## src/sv/msfp_pkg.sv

```systemverilog
package msfp_pkg;

    typedef enum logic [2:0] {
        KIND_GENERAL,
        KIND_LOWER,
        KIND_UPPER,
        KIND_HESS,
        KIND_BAND_LO,
        KIND_BAND_UP,
        KIND_BAND_GEN,
        KIND_INVALID
    } msfp_kind_t;

    typedef enum logic [2:0] {
        ERR_OK,
        ERR_KIND,
        ERR_SUBDIAG,
        ERR_SUPERDIAG,
        ERR_FROM,
        ERR_TO,
        ERR_COLS,
        ERR_LDIM
    } msfp_err_t;

    typedef enum logic [2:0] {
        REG_KIND,
        REG_SUBDIAG,
        REG_SUPERDIAG,
        REG_FROM,
        REG_TO,
        REG_ROWS,
        REG_COLS,
        REG_LDIM
    } msfp_reg_t;

    typedef enum logic [1:0] {
        DS_IDLE,
        DS_CHECK,
        DS_STEP,
        DS_DIV
    } msfp_dstate_t;

    typedef struct packed {
        msfp_kind_t  kind;
        logic [11:0] kl;
        logic [11:0] ku;
        logic [12:0] m;
        logic [12:0] n;
    } msfp_cfg_t;

    typedef struct packed {
        logic      busy;
        msfp_err_t err;
    } msfp_stat_t;

    typedef struct packed {
        logic        active;
        logic [15:0] value;
    } msfp_item_t;

    typedef struct packed {
        logic signed [7:0] exp;
        logic [10:0]       mant;
    } msfp_unp_t;

    localparam logic [15:0] FP_ONE   = 16'h3C00;
    localparam logic [15:0] FP_SMALL = 16'h0400;
    localparam logic [15:0] FP_QNAN  = 16'h7E00;
    localparam logic [14:0] FP_INF   = 15'h7C00;

    function automatic logic fp_is_nan(input logic [15:0] h);
        return (h[14:10] == 5'h1F) && (h[9:0] != 10'd0);
    endfunction

    function automatic logic fp_is_inf(input logic [15:0] h);
        return h[14:0] == FP_INF;
    endfunction

    function automatic logic fp_is_zero(input logic [15:0] h);
        return h[14:0] == 15'd0;
    endfunction

    function automatic logic fp_eq(input logic [15:0] a, input logic [15:0] b);
        return (a == b) || (fp_is_zero(a) && fp_is_zero(b));
    endfunction

    // Splits a finite nonzero value into a significand with its leading one at
    // bit 10 and an unbiased exponent.
    function automatic msfp_unp_t fp_unpack(input logic [15:0] h);
        msfp_unp_t  u;
        logic [3:0] lead;
        logic [3:0] sh;
        lead = 4'd0;
        for (int i = 0; i < 10; i++)
        begin
            if (h[i])
            begin
                lead = 4'(i);
            end
        end
        sh = 4'd10 - lead;
        if (h[14:10] == 5'd0)
        begin
            u.mant = 11'({1'b0, h[9:0]} << sh);
            u.exp  = 8'(-14 - int'(sh));
        end
        else
        begin
            u.mant = {1'b1, h[9:0]};
            u.exp  = 8'(int'(h[14:10]) - 15);
        end
        return u;
    endfunction

    // Rounds mant * 2^(exp-21), leading one at bit 21, to nearest even.
    function automatic logic [15:0] fp_round(input logic sgn, input logic signed [7:0] exp,
                                             input logic [21:0] mant, input logic sticky);
        logic [7:0]        d;
        logic [4:0]        sh;
        logic [21:0]       q;
        logic [21:0]       rem;
        logic [21:0]       half;
        logic              up;
        logic              tiny;
        logic              gone;
        logic [11:0]       qr;
        logic signed [7:0] e;
        logic [15:0]       res;
        e    = exp;
        tiny = exp < -8'sd14;
        d    = 8'(-8'sd14 - exp);
        gone = tiny && (d > 8'd11);
        sh   = 5'd11;
        if (tiny && !gone)
        begin
            sh = 5'(8'd11 + d);
        end
        q    = mant >> sh;
        half = 22'd1 << (sh - 5'd1);
        rem  = mant & ((22'd1 << sh) - 22'd1);
        up   = (rem > half) || ((rem == half) && (sticky || q[0]));
        qr   = q[11:0] + {11'd0, up};
        if (gone)
        begin
            res = {sgn, 15'd0};
        end
        else if (tiny)
        begin
            res = {sgn, 15'(qr)};
        end
        else
        begin
            if (qr[11])
            begin
                qr = 12'h400;
                e  = exp + 8'sd1;
            end
            if (e > 8'sd15)
            begin
                res = {sgn, FP_INF};
            end
            else
            begin
                res = {sgn, 5'(e + 8'sd15), qr[9:0]};
            end
        end
        return res;
    endfunction

    function automatic logic [15:0] fp_mul(input logic [15:0] a, input logic [15:0] b);
        logic              sgn;
        msfp_unp_t         ua;
        msfp_unp_t         ub;
        logic [21:0]       p;
        logic [21:0]       mant;
        logic signed [7:0] e;
        logic [15:0]       res;
        sgn  = a[15] ^ b[15];
        ua   = fp_unpack(a);
        ub   = fp_unpack(b);
        p    = 22'(ua.mant) * 22'(ub.mant);
        e    = ua.exp + ub.exp;
        mant = p << 1;
        if (p[21])
        begin
            e    = e + 8'sd1;
            mant = p;
        end
        if (fp_is_nan(a) || fp_is_nan(b))
        begin
            res = FP_QNAN;
        end
        else if ((fp_is_inf(a) && fp_is_zero(b)) || (fp_is_inf(b) && fp_is_zero(a)))
        begin
            res = FP_QNAN;
        end
        else if (fp_is_inf(a) || fp_is_inf(b))
        begin
            res = {sgn, FP_INF};
        end
        else if (fp_is_zero(a) || fp_is_zero(b))
        begin
            res = {sgn, 15'd0};
        end
        else
        begin
            res = fp_round(sgn, e, mant, 1'b0);
        end
        return res;
    endfunction

endpackage

```

## src/sv/msfp_cell.sv

```systemverilog
module msfp_cell
(
    input  logic                 clk,
    input  logic                 rst_n,
    input  logic                 en,
    input  logic                 in_valid,
    input  msfp_pkg::msfp_item_t in_item,
    input  logic [15:0]          mult,
    input  logic                 use_mult,
    output logic                 out_valid,
    output msfp_pkg::msfp_item_t out_item
);

    logic                 valid_reg;
    msfp_pkg::msfp_item_t item_reg;
    msfp_pkg::msfp_item_t item_next;

    always_comb
    begin
        item_next = in_item;
        if (in_item.active && use_mult)
        begin
            item_next.value = msfp_pkg::fp_mul(in_item.value, mult);
        end
    end

    always_ff @(posedge clk or negedge rst_n)
    begin
        if (!rst_n)
        begin
            valid_reg <= 1'b0;
        end
        else if (en)
        begin
            valid_reg <= in_valid;
        end
    end

    always_ff @(posedge clk)
    begin
        if (en)
        begin
            item_reg <= item_next;
        end
    end

    assign out_valid = valid_reg;
    assign out_item  = item_reg;

endmodule

```

## config.mk

```make
export PLATFORM = sky130hd
export DESIGN_NAME = msfp_cell
export DESIGN_NICKNAME = d
export VERILOG_FILES = /design/src/sv/msfp_pkg.sv /design/src/sv/msfp_cell.sv
export SDC_FILE = /design/constraint.sdc
export NUM_CORES = 1
export LEC_CHECK = 0
export CORE_UTILIZATION = 55
export DETAILED_ROUTE_END_ITERATION = 10
export DONT_BUFFER_PORTS = 1
export GPL_TIMING_DRIVEN = 0
export PLACE_DENSITY = 0.72
export RECOVER_POWER = 50
export SLEW_MARGIN = 20
export SYNTH_ARGS = -nofsm -noshare
export SYNTH_HDL_FRONTEND = slang
export SYNTH_SLANG_ARGS = --single-unit
export TNS_END_PERCENT = 10
```

## constraint.sdc

```tcl
create_clock -name clk -period 1 [get_ports clk]
set_input_delay 0.1 -clock clk [delete_from_list [all_inputs] [get_ports clk]]
set_output_delay 0.1 -clock clk [all_outputs]
set_load 0.03 [all_outputs]
```

==> flow_summary.toml, run 1 <==
[worst_setup_path]
critical_path_arrival_ns = 13.36
cp_top_family = "compound AO/OA/AOI/OAI gates"
startpoint_type = "input pin"
cp_slowest_stage_delay_ns = 0.54
required_ns = 0.99
slowest_stage = "fa_1"
cp_max_fo = 10
worst_setup_path_end_kind = "flop"
crit_type = "input pin to flop"
worst-path-buf-inv = 13

[hold_path]
hold_class = "input pin to flop"

[sta]
hold_slack_ns = -0.03670
hold_viol_final = 17
layout_min_cycle_time_ns = 13.37
drv_slew = 0
fin_ws_ns = -12.37
max_slew_margin_pct = 23.42
setup_viol = 16
fin_crit_sh_pct = 1337
finClkSkew_ns = 0
rsz0062_at_grt = "true"
fmax_ghz = 0.07479
worst_pin_slew_ns = 1.117

[logic_synthesis]
ys_async_sr_fraction_pct = 5.556
netlist_area_sq_um = 10710
netlist_instances = 1428
synth.distinct_cells = 109
ys_warn_count = 0
synth-edff-count = 17
synth_ff_type = "edfxtp_1"
ys_seq_area_share_pct = 4.998
avgSynthCellArea_sq_um = 7.503
yosys_register_bits = 18
synth_fp_nets = 1656

[clocking]
clk_path_buf_depth = 2
h-tree-depth = 1
holdBufCountCts = 2
clk_latency_ns = 0.25
root_buffer = "clkbuf_16"
cts.sinks = 18
path_clk_slew_ns = 0.05
cts_tree = "built"
cts_buffers = 3

[place]
dp_slack_ns = -14.09
place.gp.congestion = 0.9752
placed_area_sq_um = 11720
hpwl_mm = 29.62
portBuffers = 0

[final_layout]
area_delta_synth_final_pct = 19.32
finalInstanceArea_sq_um = 12780
post-route-util_pct = 67.66
drive_above_1_share_pct = 19.96
diodes = 0
nNetsFinal = 1722
fill_cells = 1654
most-common-layout-cells = "nor2_1 (167), inv_1 (127), nand2_1 (110)"
final_common_cell = "nor2_1"

[route]
first_pass_iters = 7
vias = 11340
drc_errors = 0
wl_mm = 37.95
drtAntennaViolNets = 0
wl_per_cell_um = 21.65
viasPerCell = 6.467
drt_iter0_markers = 943

[grt]
first_global_vias = 11220
grt.overflow.total = 0
grt_max_degree = 19
antenna_found_initial = 0
grt_usage_pct = 38.54
grt_pass1_wl_mm = 60.35

[job]
maxCapViolCount = 0

[floorplanning]
die_x_um = 141.6
coreArea_sq_um = 18890
boundaryPins = 56
rows = 50
dieArea_sq_um = 20040
start_util_pct = 56.71
die_h_um = 141.6

[outcome]
status = "complete, but fails checks"
violations = "hold timing, setup timing"
[registers in the layout (all words and copies together) (netlist names)]
| register | cells |
|---|---|
| out_valid | 1 |
| out_item | 17 |
[area by class of cell]
| type | instances | area (sq um) | area share [%] |
|---|---|---|---|
| Buffer | 69 | 598.1 | 4.678 |
| Clock buffer | 4 | 88.84 | 0.6949 |
| Multi-Input combinational cell | 1204 | 10240 | 80.09 |
| Inverter | 136 | 523.0 | 4.091 |
| Sequential cell | 18 | 535.5 | 4.189 |
| Tap cell | 260 | 325.3 | 2.545 |
| Timing Repair Buffer | 62 | 474.2 | 3.710 |
[cells by family after synthesis]
family | share of synthesized area [%]
XOR/XNOR | 5.302
AO/OA/AOI/OAI | 24.94
flip-flops | 4.998
buffers and inverters | 7.567
AND/OR/NAND/NOR | 25.07
multiplexers | 4.251
adder cells (fa/ha/maj) | 27.86
[Yosys cell counts, types with 21 or more instances]
cell type | count | share of area, %
a21oi_1 | 80 | 3.7
clkbuf_1 | 54 | 1.9
fa_1 | 81 | 15
ha_1 | 109 | 13
inv_1 | 132 | 4.6
mux2i_1 | 41 | 3.8
nand2_1 | 114 | 4.0
nand2b_1 | 37 | 2.2
nand3_1 | 36 | 1.7
nor2_1 | 175 | 6.1
nor3_1 | 40 | 1.9
o21ai_0 | 62 | 2.9
or2_2 | 24 | 1.4
xnor2_1 | 35 | 2.9
xor2_1 | 21 | 1.7
[repair_timing]
| action | in CTS | in global routing |
|---|---|---|
| endpoints found under the setup margin | 16 | 16 |
| pin swaps | 48 | 13 |
| buffers inserted | 50 | 10 |
| gates resized for setup | 109 | 12 |
| hold endpoints to repair | 19 | 17 |
[final timing paths]
kind / start / end / slack [ns] / depth (start not counted)
worst max-delay path: in_item[1] / out_item[14]$_DFFE_PP_ / -12.37 / 72
worst min-delay path: en / out_item[0]$_DFFE_PP_ / -0.04 / 0
worst max register to register: out_valid$_DFFE_PN0P_ / out_valid$_DFFE_PN0P_ / 0.09 / 1
worst min register to register: out_valid$_DFFE_PN0P_ / out_valid$_DFFE_PN0P_ / 0.76 / 1
max in group asynchronous: rst_n / out_valid$_DFFE_PN0P_ / 0.83 / 1
min in group asynchronous: rst_n / out_valid$_DFFE_PN0P_ / 0.07 / 1
[routing by layer]
metal / global-route usage (%) / vias up / share of wire, %
li1: - / 5187 / -
met3: 7.594 / 104 / 10
met2: 60.57 / 627 / 43
met5: 0 / - / 0
met1: 53.11 / 5418 / 43
met4: 12.17 / 0 / 3.3
[metrics by stage]
| stage | std cells | TNS (ns) |
|---|---|---|
| finish | 1753 | -181.03 |
| global route | 1753 | -189.60 |
| global placement | 1688 | -201.20 |
| floorplan | 1428 | -168.96 |
| detailed placement | 1688 | -204.91 |
| CTS | 1743 | -176.04 |
Power of run 1 is left out: the tool's default activity adds up to more than one toggle a clock period on the data nets, which glitch-free logic cannot reach.
==> run 2: changes to the inputs <==
CORE_UTILIZATION = 35   (was 55)
PLACE_DENSITY = 0.51   (was 0.72)
SETUP_SLACK_MARGIN = 0.1   (was not set)
==> flow_summary.toml, run 2 (synthesis gave the netlist of run 1 again) <==
[route]
viasPerCell = 5.828
drtAntennaViolNets = 0
wl_per_cell_um = 21.46
drt_iter0_markers = 1056
wl_mm = 41.46
first_pass_iters = 6
vias = 11260
drc_errors = 0

[floorplanning]
coreArea_sq_um = 29870
die_h_um = 177.0
rows = 63
boundaryPins = 56
dieArea_sq_um = 31310
start_util_pct = 35.86
die_x_um = 177.0

[clocking]
cts.sinks = 18
root_buffer = "clkbuf_16"
h-tree-depth = 1
path_clk_slew_ns = 0.05
cts_tree = "built"
clk_latency_ns = 0.25
clk_path_buf_depth = 2
cts_buffers = 3
holdBufCountCts = 3

[final_layout]
diodes = 0
final_common_cell = "nor2_1"
area_delta_synth_final_pct = 26.61
drive_above_1_share_pct = 25.36
largest_reg_flops = 17
nNetsFinal = 1771
most-common-layout-cells = "nor2_1 (165), inv_1 (119), nand2_1 (108)"

[grt]
grt_usage_pct = 26.71
grt_max_degree = 19
antenna_found_initial = 0
first_global_vias = 11300
grt_pass1_wl_mm = 65.41
grt.overflow.total = 0

[worst_setup_path]
startpoint_type = "input pin"
cp_num_cells = 67
crit-reg2reg-capture = "out_valid$_DFFE_PN0P_"
worst-path-buf-inv = 15
critical_path.endpoint = "out_item[14]$_DFFE_PP_"
critical_path_arrival_ns = 13.17
cp_max_fo = 10
slowest_stage = "fa_1"
required_ns = 1.00
cp_slowest_stage_delay_ns = 0.53
crit_type = "input pin to flop"
rr_startpoint = "out_valid$_DFFE_PN0P_"
r2r_slack_ns = 0.11
cp_top_family = "simple AND/OR/NAND/NOR gates"
worstSetupStartpoint = "in_item[1]"
worst_setup_path_end_kind = "flop"
r2r_cells = 1

[sta]
worst_pin_slew_ns = 1.220
tns_ns = -178.34
fin_ws_ns = -12.17
hold_slack_ns = -0.04213
setup_viol = 16
fin_crit_sh_pct = 1317
finClkSkew_ns = 0
rsz0062_at_grt = "true"
hold_viol_final = 17
drv_slew = 0
max_slew_margin_pct = 17.91
fmax_ghz = 0.07593
layout_min_cycle_time_ns = 13.17

[outcome]
status = "complete, but fails checks"
violations = "hold timing, setup timing"

[place]
hpwl_mm = 32.19
place.gp.congestion = 0.9493
portBuffers = 0

[job]
maxCapViolCount = 0

[hold_path]
hold_class = "input pin to flop"
run 2: per-layer routing:
layer,routed length [um],vias up,GRT usage (%)
li1,-,5279,-
met1,18990,5475,37.41
met2,18960,429,44.29
met3,2334,77,2.040
met4,1176,0,6.178
met5,0,-,0
run 2: layout make-up:
type,instances,area (sq um)
Inverter,136,528.0
Buffer,69,604.3
Timing Repair Buffer,111,908.4
Tap cell,390,488.0
Fill cell,3003,16310
Sequential cell,18,536.8
Clock buffer,4,88.84
Multi-Input combinational cell,1204,10410
run 2: worst min path at each step:
stage,depth (start not counted),startpoint,to
final,0,en,out_item[5]$_DFFE_PP_
after global routing,0,en,out_item[5]$_DFFE_PP_
after CTS,0,en,out_item[11]$_DFFE_PP_
after detailed placement,0,rst_n,out_valid$_DFFE_PN0P_
after global placement,0,rst_n,out_valid$_DFFE_PN0P_
after floorplan,0,rst_n,out_valid$_DFFE_PN0P_
run 2: timing repair:
action,in CTS,in global routing
endpoints found under the setup margin,17,17
gates resized for setup,181,10
hold endpoints to repair,20,17
pin swaps,113,6
buffers inserted,102,2
cloned,4,0
run 2: per-stage QoR:
stage / area, sq um / setup WS, ns / cells / hold slack, ns / util [%]
after detailed placement: 11880 / -14.37 / 1818 / -0.1956 / 39.77
final: 13570 / -12.17 / 1932 / -0.04213 / 45.41
after floorplan: 11390 / -11.71 / 1428 / -0.1956 / -
after global placement: 11880 / -14.48 / 1818 / -0.1956 / 39.77
after global routing: 13570 / -12.85 / 1932 / -0.04801 / 45.41
after CTS: 13530 / -12.11 / 1930 / -0.04500 / 45.27
Power of run 2 is left out for the same reason.
==> run 3: changes to the inputs <==
CORE_ASPECT_RATIO = 1.5   (was not set)
SETUP_SLACK_MARGIN = 0.02   (was 0.1)
==> flow_summary.toml, run 3 (synthesis gave the netlist of run 1 again) <==
[pwr]
power_frac_comb_pct = 96.4
p_leak_nw = 5.997
clkPwrFrac_pct = 1.4
p_int_w = 0.02393
p_per_area_nw_per_um2 = 3938
ir_worst_vdd_uv = 3283
sw_frac_of_total_pct = 57.41
p_seq_share_pct = 2.2
switching_power_w = 0.03225

[final_layout]
final_cells = 1980
nNetsFinal = 1809
fill_cells = 2992
final_common_cell = "nor2_1"
most-common-layout-cells = "nor2_1 (158), buf_4 (140), inv_1 (109)"
post-route-util_pct = 47.32
largest_reg_flops = 17
drive_above_1_share_pct = 30.25
finalInstanceArea_sq_um = 14270
diodes = 0
area_delta_synth_final_pct = 33.18

[grt]
antenna_found_initial = 0
first_global_vias = 11630
grt_max_degree = 19
grt_usage_pct = 27.93
grt.overflow.total = 0
grt_pass1_wl_mm = 66.49

[floorplanning]
rows = 78
dieArea_sq_um = 31330
start_util_pct = 35.53
die_x_um = 144.9
die_h_um = 216.3
boundaryPins = 56
coreArea_sq_um = 30160

[sta]
hold_slack_ns = -0.04113
hold_viol_final = 17
layout_min_cycle_time_ns = 13.16
tns_ns = -178.55
fin_ws_ns = -12.16
finClkSkew_ns = 0
setup_viol = 16
max_slew_margin_pct = 20.18
drv_slew = 0
fmax_ghz = 0.07598
fin_crit_sh_pct = 1316
worst_pin_slew_ns = 1.167
rsz0062_at_grt = "true"

[route]
first_pass_iters = 5
wl_per_cell_um = 22.09
drt_iter0_markers = 581
vias = 11470
viasPerCell = 5.794
drc_errors = 0
drtAntennaViolNets = 0
wl_mm = 43.73

[clocking]
cts_buffers = 3
root_buffer = "clkbuf_16"
clk_path_buf_depth = 2
path_clk_slew_ns = 0.05
clk_latency_ns = 0.24
cts.sinks = 18
h-tree-depth = 1
cts_tree = "built"

[place]
place.gp.congestion = 1.035
placed_cells = 1828
portBuffers = 0
placed_area_sq_um = 11900
hpwl_mm = 33.70

[worst_setup_path]
critPathMostFrequentCell = "ha_4"
startpoint_type = "input pin"
r2r_slack_ns = 0.10
critical_path_arrival_ns = 13.16
worst_setup_path_end_kind = "flop"
cp_slowest_stage_delay_ns = 0.62
required_ns = 1.00
crit_type = "input pin to flop"
slowest_stage = "or4_4"
cp_max_fo = 6

[hold_path]
hold_class = "input pin to flop"

[outcome]
status = "complete, but fails checks"
violations = "hold timing, setup timing"

[job]
maxCapViolCount = 0
[run 3: cell count changes in the layout (fill, tap and decap cells not counted), sizes merged]
cell      delta
buf         +48
clkbuf      -11
clkinv       +1
clkinvlp     +1
inv          -1
[run 3: power groups by stage]
stage / clock [W] / sequential (W) / combinational [W]
floorplan: 0 / 0.00130 / 0.0394
global placement: 0 / 0.00127 / 0.0451
detailed placement: 0 / 0.00127 / 0.0458
CTS: 0.000804 / 0.00126 / 0.0514
global route: 0.000837 / 0.00126 / 0.0579
finish: 0.000797 / 0.00125 / 0.0541
[run 3: worst max-delay path, delay by kind of cell]
family | cells | cell delay [ns]
mux | 1 | 0.32
xor+xnor | 2 | 0.38
buf+inv | 14 | 1.72
compound gates | 26 | 4.14
simple gates | 19 | 2.37
fa+ha+maj | 12 | 4.11
[run 3: final timing paths]
kind,from,endpoint,depth (start not counted)
worst max-delay path,in_item[1],out_item[14]$_DFFE_PP_,74
worst min-delay path,en,out_item[15]$_DFFE_PP_,0
worst max register to register,out_valid$_DFFE_PN0P_,out_valid$_DFFE_PN0P_,1
worst min register to register,out_valid$_DFFE_PN0P_,out_valid$_DFFE_PN0P_,1
max in group asynchronous,rst_n,out_valid$_DFFE_PN0P_,1
min in group asynchronous,rst_n,out_valid$_DFFE_PN0P_,1
[run 3: area by class of cell]
class                      count  area, sq um  share of cell area [%]
multi-input combinational   1204        10780                   75.56
timing repair buffer         154         1244                   8.716
clock inverter                 1        3.754                 0.02631
sequential                    18        535.5                   3.753
buffer                        64        601.8                   4.218
inverter                     136        526.8                   3.692
clock buffer                   3        75.07                  0.5261
tap                          400        500.5                   3.508
[run 3: per-layer routing]
layer | GRT usage [%] | routed length [um] | vias up
met5 | 0 | 0 | -
met4 | 16.49 | 3081 | 0
met1 | 31.58 | 16450 | 5574
met2 | 50.30 | 22530 | 399
met3 | 2.165 | 1660 | 145
li1 | - | - | 5354
[run 3: what timing repair did]
item,in CTS,in global routing
hold endpoints to repair,19,18
setup endpoints to repair,16,16
gates resized for setup,167,98
hold buffers,2,1
buffers inserted,113,36
gates cloned,3,0
pin swaps,103,93
[run 3: stage by stage]
step | total power (W) | hold WS, ns | worst slack [ns]
after floorplan | 0.04074 | -0.1956 | -11.71
after global placement | 0.04639 | -0.1956 | -14.29
after detailed placement | 0.04712 | -0.1956 | -14.38
after CTS | 0.05349 | -0.04355 | -12.07
after global routing | 0.06002 | -0.04845 | -12.70
final | 0.05618 | -0.04113 | -12.16
No activity file was read; power rests on OpenSTA's default activity.
